### src/design/assert_macros.svh
// Assertion macros shared by the RTL of the haptic PWM driver.
// Needs a clock named clk_i and an active-low reset named rst_ni in scope.
`ifndef ASSERT_MACROS_SVH
`define ASSERT_MACROS_SVH

// Implication checked at every rising edge, off while reset is asserted.
`define ASSERT_IMPL(label, pre, post, msg) \
  label: assert property (@(posedge clk_i) disable iff (!rst_ni) (pre) |-> (post)) \
    else $error(msg);

// Implication whose consequent is checked in the cycle after the antecedent.
`define ASSERT_NEXT(label, pre, post, msg) \
  label: assert property (@(posedge clk_i) disable iff (!rst_ni) (pre) |=> (post)) \
    else $error(msg);

`endif

### src/design/hdpwm_pkg.sv
// Types, constants and duty/period functions of the haptic PWM driver.
// Used by every module of the block; depends on nothing else.
package hdpwm_pkg;

  localparam int DIST_W  = 8;   // width of one finger distance
  localparam int CHAN_W  = 6;   // width of duty, period and counter
  localparam int HAND_W  = 12;  // motor bits per hand
  localparam int OUT_W   = 32;  // result tdata, padded to whole bytes

  // Configuration register indexes.
  localparam logic REG_LEFT_ENABLE  = 1'b0;
  localparam logic REG_RIGHT_ENABLE = 1'b1;

  // Motor direction codes: bit 1 left motor, bit 0 right motor.
  localparam logic [1:0] DIR_NONE  = 2'b00;
  localparam logic [1:0] DIR_LEFT  = 2'b10;
  localparam logic [1:0] DIR_RIGHT = 2'b01;
  localparam logic [1:0] DIR_BOTH  = 2'b11;

  // Magnitude thresholds.
  localparam logic [7:0] MAG_OFF      = 8'd50;
  localparam logic [7:0] MAG_FAR_END  = 8'd88;

  // Fixed settings.
  localparam logic [CHAN_W-1:0] IDLE_DUTY     = 6'd4;
  localparam logic [CHAN_W-1:0] IDLE_PERIOD   = 6'd10;
  localparam logic [CHAN_W-1:0] WRIST_DUTY    = 6'd40;
  localparam logic [CHAN_W-1:0] WRIST_PERIOD  = 6'd60;
  localparam logic [CHAN_W-1:0] RESET_PERIOD  = 6'd20;

  // Fixed-point ramps, scaled by 2^12.
  localparam int DUTY_SLOPE   = 835;
  localparam int DUTY_BASE    = 40960;
  localparam int PERIOD_SLOPE = 417;
  localparam int PERIOD_BASE  = 102400;
  localparam int RAMP_W       = 17;
  localparam int FRAC_W       = 12;

  // Per-channel update for one step.
  typedef struct packed {
    logic [1:0]        dir;
    logic              load_dir;
    logic [CHAN_W-1:0] duty;
    logic [CHAN_W-1:0] period;
    logic              load_period;
  } chan_cmd_t;

  // Duty for a magnitude of one to 49, given the magnitude minus one.
  function automatic logic [CHAN_W-1:0] duty_ramp(input logic [CHAN_W-1:0] mm1);
    logic [RAMP_W-1:0] acc;
    acc = RAMP_W'(DUTY_SLOPE) * RAMP_W'(mm1) + RAMP_W'(DUTY_BASE);
    return CHAN_W'(acc >> FRAC_W);
  endfunction

  // Period for a magnitude of one to 49, given the magnitude minus one.
  function automatic logic [CHAN_W-1:0] period_ramp(input logic [CHAN_W-1:0] mm1);
    logic [RAMP_W-1:0] acc;
    acc = RAMP_W'(PERIOD_SLOPE) * RAMP_W'(mm1) + RAMP_W'(PERIOD_BASE);
    return CHAN_W'(acc >> FRAC_W);
  endfunction

endpackage

### src/design/haptic_distance_pwm_driver.sv
// Top level of the haptic distance PWM driver: input register, finger
// decoders, twelve PWM channels, wrist rule and result register.
// Depends on hdpwm_pkg, hdpwm_finger_dec, hdpwm_channel and assert_macros.svh.
//
// Usage: each item on the s_axis channel is one tick carrying NUM_FINGERS
// signed 8-bit finger distances. For each accepted item the block updates
// the duty, period and direction of every finger channel and of the two
// wrist channels, then emits one result item on m_axis holding the motor
// bits of both hands and the two active-low output enables.
// The enables come from the write port: index 0 is left_enable, index 1 is
// right_enable, both reset to 1; only bit 0 of the data is kept.
// An accepted item lands in the input register, and its result is written
// to the output register once that register is empty or being taken.
// Throughput is one item per cycle while the receiver takes results, set
// by the single pass of decode and channel logic between the input and
// result registers.
// When the receiver stalls, the result stays put, the next item waits in
// the input register, and s_axis_tready drops only once both are full.
// Reset clears both valid flags, sets every period to 20, every counter to
// 0, the wrist directions to both motors and both enables to 1.
`include "assert_macros.svh"

module haptic_distance_pwm_driver #(
  parameter int NUM_FINGERS = 10
) (
  input  logic                                        clk_i,
  input  logic                                        rst_ni,
  // Configuration write port.
  input  logic                                        cfg_we_i,
  input  logic                                        cfg_idx_i,
  input  logic                                        cfg_data_i,
  // Input items. tdata: finger_distance_0 in [7:0] up to the last finger.
  input  logic                                        s_axis_tvalid,
  output logic                                        s_axis_tready,
  input  logic [hdpwm_pkg::DIST_W*NUM_FINGERS-1:0]    s_axis_tdata,
  // Result items. tdata: left_hand_bits [11:0], right_hand_bits [23:12],
  // left_output_enable_n [24], right_output_enable_n [25], zeros above.
  output logic                                        m_axis_tvalid,
  input  logic                                        m_axis_tready,
  output logic [hdpwm_pkg::OUT_W-1:0]                 m_axis_tdata
);

  localparam int Half  = NUM_FINGERS / 2;
  localparam int InW   = hdpwm_pkg::DIST_W * NUM_FINGERS;
  localparam int RightN = NUM_FINGERS - Half;

  // Handshake and input register.
  logic           s1_valid_q, s1_valid_d;
  logic [InW-1:0] s1_data_q;
  logic           out_valid_q, out_valid_d;
  logic [hdpwm_pkg::OUT_W-1:0] out_data_q;
  logic           step, in_fire;

  assign step          = s1_valid_q && (!out_valid_q || m_axis_tready);
  assign s_axis_tready = !s1_valid_q || step;
  assign in_fire       = s_axis_tvalid && s_axis_tready;
  assign s1_valid_d    = in_fire || (s1_valid_q && !step);
  assign out_valid_d   = step || (out_valid_q && !m_axis_tready);

  always_ff @(posedge clk_i or negedge rst_ni) begin
    if (!rst_ni) begin
      s1_valid_q  <= 1'b0;
      out_valid_q <= 1'b0;
    end else begin
      s1_valid_q  <= s1_valid_d;
      out_valid_q <= out_valid_d;
    end
  end

  always_ff @(posedge clk_i) begin
    if (in_fire) begin
      s1_data_q <= s_axis_tdata;
    end
  end

  // Configuration registers.
  logic left_en_q, right_en_q;

  always_ff @(posedge clk_i or negedge rst_ni) begin
    if (!rst_ni) begin
      left_en_q  <= 1'b1;
      right_en_q <= 1'b1;
    end else if (cfg_we_i) begin
      unique case (cfg_idx_i)
        hdpwm_pkg::REG_LEFT_ENABLE:  left_en_q  <= cfg_data_i;
        hdpwm_pkg::REG_RIGHT_ENABLE: right_en_q <= cfg_data_i;
        default: ;
      endcase
    end
  end

  // Finger decoders.
  hdpwm_pkg::chan_cmd_t   fcmd [NUM_FINGERS];
  logic [NUM_FINGERS-1:0] far;

  for (genvar f = 0; f < NUM_FINGERS; f++) begin : g_dec
    hdpwm_finger_dec u_dec (
      .dist_i (s1_data_q[hdpwm_pkg::DIST_W*f +: hdpwm_pkg::DIST_W]),
      .cmd_o  (fcmd[f]),
      .far_o  (far[f])
    );
  end

  // Wrist rule: a hand whose fingers are all hovering far from their keys
  // gets a steady wrist cue in the thumb's direction.
  logic [3:0]           far_right_cnt;
  logic                 left_all_far, right_all_far;
  hdpwm_pkg::chan_cmd_t wl_cmd, wr_cmd;

  always_comb begin
    far_right_cnt = '0;
    for (int i = Half; i < NUM_FINGERS; i++) begin
      far_right_cnt = far_right_cnt + 4'(far[i]);
    end
  end

  assign left_all_far  = &far[Half-1:0];
  assign right_all_far = (far_right_cnt == 4'(Half)) && (RightN >= Half);

  always_comb begin
    wl_cmd.dir         = fcmd[Half-1].dir;
    wl_cmd.load_dir    = left_all_far;
    wl_cmd.duty        = left_all_far ? hdpwm_pkg::WRIST_DUTY : '0;
    wl_cmd.period      = hdpwm_pkg::WRIST_PERIOD;
    wl_cmd.load_period = left_all_far;
    wr_cmd.dir         = fcmd[Half].dir;
    wr_cmd.load_dir    = right_all_far;
    wr_cmd.duty        = right_all_far ? hdpwm_pkg::WRIST_DUTY : '0;
    wr_cmd.period      = hdpwm_pkg::WRIST_PERIOD;
    wr_cmd.load_period = right_all_far;
  end

  // PWM channels: one per finger shown on the outputs, plus the wrists.
  logic [1:0] lb [Half];
  logic [1:0] rb [Half];
  logic [1:0] wl_bits, wr_bits;

  for (genvar i = 0; i < Half; i++) begin : g_chan
    hdpwm_channel #(.RESET_DIR(hdpwm_pkg::DIR_NONE)) u_left (
      .clk_i  (clk_i),
      .rst_ni (rst_ni),
      .step_i (step),
      .cmd_i  (fcmd[i]),
      .bits_o (lb[i])
    );
    hdpwm_channel #(.RESET_DIR(hdpwm_pkg::DIR_NONE)) u_right (
      .clk_i  (clk_i),
      .rst_ni (rst_ni),
      .step_i (step),
      .cmd_i  (fcmd[i+Half]),
      .bits_o (rb[i])
    );
  end

  hdpwm_channel #(.RESET_DIR(hdpwm_pkg::DIR_BOTH)) u_wrist_left (
    .clk_i  (clk_i),
    .rst_ni (rst_ni),
    .step_i (step),
    .cmd_i  (wl_cmd),
    .bits_o (wl_bits)
  );

  hdpwm_channel #(.RESET_DIR(hdpwm_pkg::DIR_BOTH)) u_wrist_right (
    .clk_i  (clk_i),
    .rst_ni (rst_ni),
    .step_i (step),
    .cmd_i  (wr_cmd),
    .bits_o (wr_bits)
  );

  // Finger 0 of each hand sits in the top bit pair, the wrist in the bottom.
  logic [hdpwm_pkg::HAND_W-1:0] lbits, rbits;

  always_comb begin
    lbits = '0;
    rbits = '0;
    for (int i = 0; i < Half; i++) begin
      lbits[2*(Half-i) +: 2] = lb[i];
      rbits[2*(Half-i) +: 2] = rb[i];
    end
    lbits[1:0] = wl_bits;
    rbits[1:0] = wr_bits;
  end

  // Result register.
  always_ff @(posedge clk_i) begin
    if (step) begin
      out_data_q <= {6'b0, ~right_en_q, ~left_en_q, rbits, lbits};
    end
  end

  assign m_axis_tvalid = out_valid_q;
  assign m_axis_tdata  = out_data_q;

  // Both stages full and the receiver stalled: no new item may enter.
  `ASSERT_IMPL(a_full_blocks_input, s1_valid_q && out_valid_q && !m_axis_tready,
    !s_axis_tready, "input accepted while both stages are full")
  // A taken result with nothing behind it leaves the output empty.
  `ASSERT_NEXT(a_drain_empties, out_valid_q && m_axis_tready && !s1_valid_q,
    !m_axis_tvalid, "result repeated after it was taken")
  // Without the far-hover condition the left wrist stays silent.
  `ASSERT_IMPL(a_wrist_left_quiet, step && !left_all_far, wl_bits == 2'b00,
    "left wrist driven while its hand is not hovering")

endmodule

### src/design/hdpwm_finger_dec.sv
// Decoder from one signed finger distance to that finger's channel update.
// Depends on hdpwm_pkg.
module hdpwm_finger_dec (
  input  logic [hdpwm_pkg::DIST_W-1:0] dist_i,
  output hdpwm_pkg::chan_cmd_t         cmd_o,
  output logic                         far_o
);

  logic [7:0]                   mag;
  logic [hdpwm_pkg::CHAN_W-1:0] mm1;

  // A distance of -128 gives a magnitude of 128, which is simply off.
  assign mag = dist_i[7] ? (8'd0 - dist_i) : dist_i;
  assign mm1 = mag[hdpwm_pkg::CHAN_W-1:0] - 6'd1;
  assign far_o = (mag >= hdpwm_pkg::MAG_OFF) && (mag < hdpwm_pkg::MAG_FAR_END);

  always_comb begin
    cmd_o.load_dir = 1'b1;
    cmd_o.dir      = dist_i[7] ? hdpwm_pkg::DIR_RIGHT : hdpwm_pkg::DIR_LEFT;
    if (mag >= hdpwm_pkg::MAG_OFF) begin
      cmd_o.duty        = '0;
      cmd_o.period      = '0;
      cmd_o.load_period = 1'b0;
    end else if (mag != 8'd0) begin
      cmd_o.duty        = hdpwm_pkg::duty_ramp(mm1);
      cmd_o.period      = hdpwm_pkg::period_ramp(mm1);
      cmd_o.load_period = 1'b1;
    end else begin
      // On the key: gentle buzz on both motors.
      cmd_o.duty        = hdpwm_pkg::IDLE_DUTY;
      cmd_o.period      = hdpwm_pkg::IDLE_PERIOD;
      cmd_o.load_period = 1'b1;
      cmd_o.dir         = hdpwm_pkg::DIR_BOTH;
    end
  end

endmodule

### src/design/hdpwm_channel.sv
// One soft-PWM motor pair: period, counter and direction registers.
// Depends on hdpwm_pkg.
module hdpwm_channel #(
  parameter logic [1:0] RESET_DIR = 2'b00
) (
  input  logic                 clk_i,
  input  logic                 rst_ni,
  input  logic                 step_i,
  input  hdpwm_pkg::chan_cmd_t cmd_i,
  output logic [1:0]           bits_o
);

  logic [hdpwm_pkg::CHAN_W-1:0] period_q, period_d, counter_q, counter_d, count_inc;
  logic [1:0]                   dir_q, dir_d;

  assign dir_d    = cmd_i.load_dir ? cmd_i.dir : dir_q;
  assign period_d = cmd_i.load_period ? cmd_i.period : period_q;

  // The counter shown this step is the old one; duty and direction are new.
  assign bits_o    = (counter_q < cmd_i.duty) ? dir_d : 2'b00;
  assign count_inc = counter_q + 6'd1;
  assign counter_d = (count_inc > period_d) ? '0 : count_inc;

  always_ff @(posedge clk_i or negedge rst_ni) begin
    if (!rst_ni) begin
      period_q  <= hdpwm_pkg::RESET_PERIOD;
      counter_q <= '0;
      dir_q     <= RESET_DIR;
    end else if (step_i) begin
      period_q  <= period_d;
      counter_q <= counter_d;
      dir_q     <= dir_d;
    end
  end

endmodule
### config.mk
export PLATFORM = sky130hd
export DESIGN_NAME = haptic_distance_pwm_driver
export DESIGN_NICKNAME = d
export VERILOG_FILES = /design/src/design/hdpwm_pkg.sv /design/src/design/haptic_distance_pwm_driver.sv /design/src/design/hdpwm_finger_dec.sv /design/src/design/hdpwm_channel.sv
export VERILOG_INCLUDE_DIRS = /design/src /design/src/design
export SDC_FILE = /design/constraint.sdc
export NUM_CORES = 1
export LEC_CHECK = 0
export ABC_AREA = 1
export BUFFER_PORTS_ARGS = -buffer_cell sky130_fd_sc_hd__buf_2
export CAP_MARGIN = 20
export CORE_UTILIZATION = 65
export CTS_BUF_LIST = sky130_fd_sc_hd__clkbuf_8
export DETAILED_ROUTE_END_ITERATION = 6
export PLACE_DENSITY = 0.92
export SLEW_MARGIN = 10
export SYNTH_ARGS = -nofsm -noshare
export SYNTH_HDL_FRONTEND = slang
export SYNTH_HIERARCHICAL = 1
export SYNTH_SLANG_ARGS = --single-unit
### constraint.sdc
create_clock -name clk_i -period 7.2 [get_ports clk_i]
set_clock_uncertainty 0.1 [all_clocks]
set_input_delay 1.08 -clock clk_i [delete_from_list [all_inputs] [get_ports clk_i]]
set_output_delay 1.08 -clock clk_i [all_outputs]
set_load 0.005 [all_outputs]
==> flow_summary.json <==
{
  "fin_tns_setup_ns": 0,
  "antenna_found_initial": 0,
  "drtIter0Drc": 1701,
  "slowest_delay_ns": 0.54,
  "layout_commonest_cell": "nand2_1",
  "pwr-share-seq": 0.242,
  "crit_type": "flip-flop to flip-flop",
  "yosysSeqAreaShare": 0.237,
  "crit_path_max_fanout": 7,
  "first_pass_iters": 7,
  "place_congestion": 0.930,
  "die-area_sq_um": 49700,
  "netlist_top_cells_area": "ha_1 (23%), nand2_1 (12%), dfrtp_1 (11%)",
  "clkPwrFrac": 0.154,
  "worst-endpoint-required_ns": 7.60,
  "num_antenna_cells": 0,
  "rows": 80,
  "fin_crit_sh": 0.838,
  "start_util": 0.661,
  "powerDensity_nw_per_um2": 319,
  "gr-total-overflow": 0,
  "cts_max_level": 2,
  "track_usage": 0.282,
  "clkSinkCount": 278,
  "hp-class": "flip-flop to flip-flop",
  "fin_crit_ns": 6.03,
  "place_area_sq_um": 32700,
  "fin_nets": 4981,
  "postCtsSetupRepairBufs": 0,
  "multiInputGateArea_sq_um": 21600,
  "hp-start": "left_en_q$_DFFE_PN1P_",
  "num_vias": 26900,
  "whs_ns": 0.359,
  "worstSetupStartpointType": "flip-flop",
  "regArea_sq_um": 7520,
  "cpMaxStageDelayCell": "fa_1",
  "pwr-share-comb": 0.604,
  "yosys_register_bits": 278,
  "timing.slew.headroom": 0.291,
  "synth_top_area_cell": "ha_1",
  "ctsHoldBuffers": 0,
  "grt_max_degree": 104,
  "status": "complete, no violations",
  "cts_buffers": 54,
  "syn2layout_area_growth_pct": 6.67,
  "wl_per_cell_um": 13.9,
  "synthesis.area_sq_um": 31700,
  "rsz0062_at_grt": "false",
  "die_w_um": 223,
  "clock_latency_ns": 0.65,
  "synth_cells": 4130,
  "post-place-ws_ns": 1.23,
  "maxCapViolations": 0,
  "yosysUniqueCellTypes": 54,
  "cts.clk_slew.worst_paths_ns": 0.06,
  "io_pins": 121,
  "nFillCells": 3679,
  "fin_ws_ns": 1.17,
  "setup_viol": 0,
  "synth_top_area_frac": 0.235,
  "clockRootBuffer": "clkbuf_8",
  "cts_resized": 0,
  "p_leak_nw": 18.2,
  "ir_drop_mv": 0.199,
  "vias_per_cell": 5.46,
  "internal-power_mw": 5.57,
  "max_freq_ghz": 0.166,
  "postRouteAntennaNets": 0,
  "drive_gt1_frac": 0.146,
  "grt_pass1_vias": 26400,
  "ys.warnings.count": 6,
  "dp.cells": 4815,
  "core_area_sq_um": 47900,
  "die_h_um": 223,
  "final_max_slew_viol_count": 0,
  "swShare": 0.484,
  "stdcell_count": 4918,
  "routed_wl_um": 68500,
  "critPathArrivalTime_ns": 6.44,
  "dp.final_hpwl_um": 53900,
  "final_cell_mix": "nand2_1 (1009), ha_1 (595), inv_1 (503)",
  "grt_pass1_wl_um": 118000,
  "timing.rr.start": "s1_data_q[64]$_DFFE_PP_",
  "tightest_slew_ns": 1.06,
  "crit_path_end_kind": "flip-flop",
  "portBuffers": 114,
  "avgSynthCellArea_sq_um": 7.68,
  "drc_errors": 0,
  "final_area_sq_um": 33800,
  "setup.worst_path.start": "s1_data_q[64]$_DFFE_PP_",
  "p_sw_mw": 5.23,
  "hold_viol_final": 0,
  "cp_common_cell": "nand2_1",
  "cts.path.max_buffers": 3,
  "cts_tree": "done"
}
-- logic make-up after synthesis --
group                    Yosys count  share of synthesized area
buffers and inverters            665                     0.0864
XOR/XNOR                          81                     0.0251
AO/OA/AOI/OAI                    424                     0.0767
flip-flops                       278                      0.237
adder cells (fa/ha/maj)          637                      0.261
multiplexers                      84                     0.0265
other                             22                    0.00260
AND/OR/NAND/NOR                 1939                      0.284
-- area by class of cell --
type                       count  area share
clock inverter                40     0.00803
inverter                     583      0.0652
multi-input combinational   3221       0.638
clock buffer                  62      0.0252
timing repair buffer         119      0.0182
sequential                   278       0.223
tap                          615      0.0228
-- final timing paths --
path	to	slack [ns]	depth (start not counted)
max	g_chan[3].u_right/counter_q[2]$_DFFE_PN0P_	1.17	34
min	left_en_q$_DFFE_PN1P_	0.36	2
max reg2reg	g_chan[3].u_right/counter_q[2]$_DFFE_PN0P_	1.17	34
min reg2reg	left_en_q$_DFFE_PN1P_	0.36	2
max in group asynchronous	g_chan[2].u_right/counter_q[1]$_DFFE_PN0P_	5.01	2
min in group asynchronous	g_chan[4].u_left/dir_q[1]$_DFFE_PN0P_	0.41	1
-- cells in the mapped netlist, drive strengths merged --
cell	count
a211oi	8
a21boi	1
a21o	1
a21oi	124
a31oi	27
and2	12
and3	1
buf	82
clkinv	8
conb	22
dfrtp	142
dfstp	30
edfxtp	106
fa	42
ha	595
inv	575
mux2i	84
nand2	1168
nand3	251
nand3b	12
nand4	38
nor2	383
nor3	25
nor3b	1
nor4	27
o211ai	8
o21a	21
o21ai	205
o21bai	13
o22ai	15
o41ai	1
or2	21
xnor2	29
xor2	52
-- power groups by stage --
stage | clock, mW | sequential, mW | combinational, mW
after detailed placement | 0 | 2.63 | 6.43
after global routing | 1.78 | 2.68 | 7.54
after floorplan | 0 | 2.50 | 5.11
after CTS | 1.71 | 2.61 | 6.49
final | 1.66 | 2.62 | 6.52
after global placement | 0 | 2.61 | 6.12
-- state kept, by name, indices dropped and copies added (netlist names), 2 cells and up --
name,count
g_chan.u_right/period_q,30
u_wrist_right/dir_q,2
g_chan.u_left/counter_q,30
g_chan.u_left/period_q,30
s1_data_q,80
m_axis_tdata,26
g_chan.u_right/counter_q,30
g_chan.u_left/dir_q,10
u_wrist_left/period_q,6
u_wrist_left/counter_q,6
u_wrist_right/period_q,6
u_wrist_left/dir_q,2
g_chan.u_right/dir_q,10
u_wrist_right/counter_q,6
-- worst max-delay path: cells and delay by family (launching register included) --
kind	cells	cell delay, ns
buffers and inverters	6	0.68
flip-flops	1	0.41
adder cells (fa/ha/maj)	7	2.22
multiplexers	1	0.11
XOR/XNOR	1	0.24
AND/OR/NAND/NOR	19	2.14
-- metal layers --
metal / routed length, um / track usage / part of all wire
met5: 0 / 0 / 0
met4: 1710 / 0.0863 / 0.025
met3: 3120 / 0.0399 / 0.046
met2: 33500 / 0.500 / 0.49
met1: 30100 / 0.353 / 0.44
-- stage by stage --
stage,power [mW],util
after floorplan,7.61,-
after global placement,8.73,0.682
after detailed placement,9.06,0.682
after CTS,10.8,0.705
after global routing,12.0,0.705
final,10.8,0.705
Note: power is estimated with default switching activity, not from simulation.
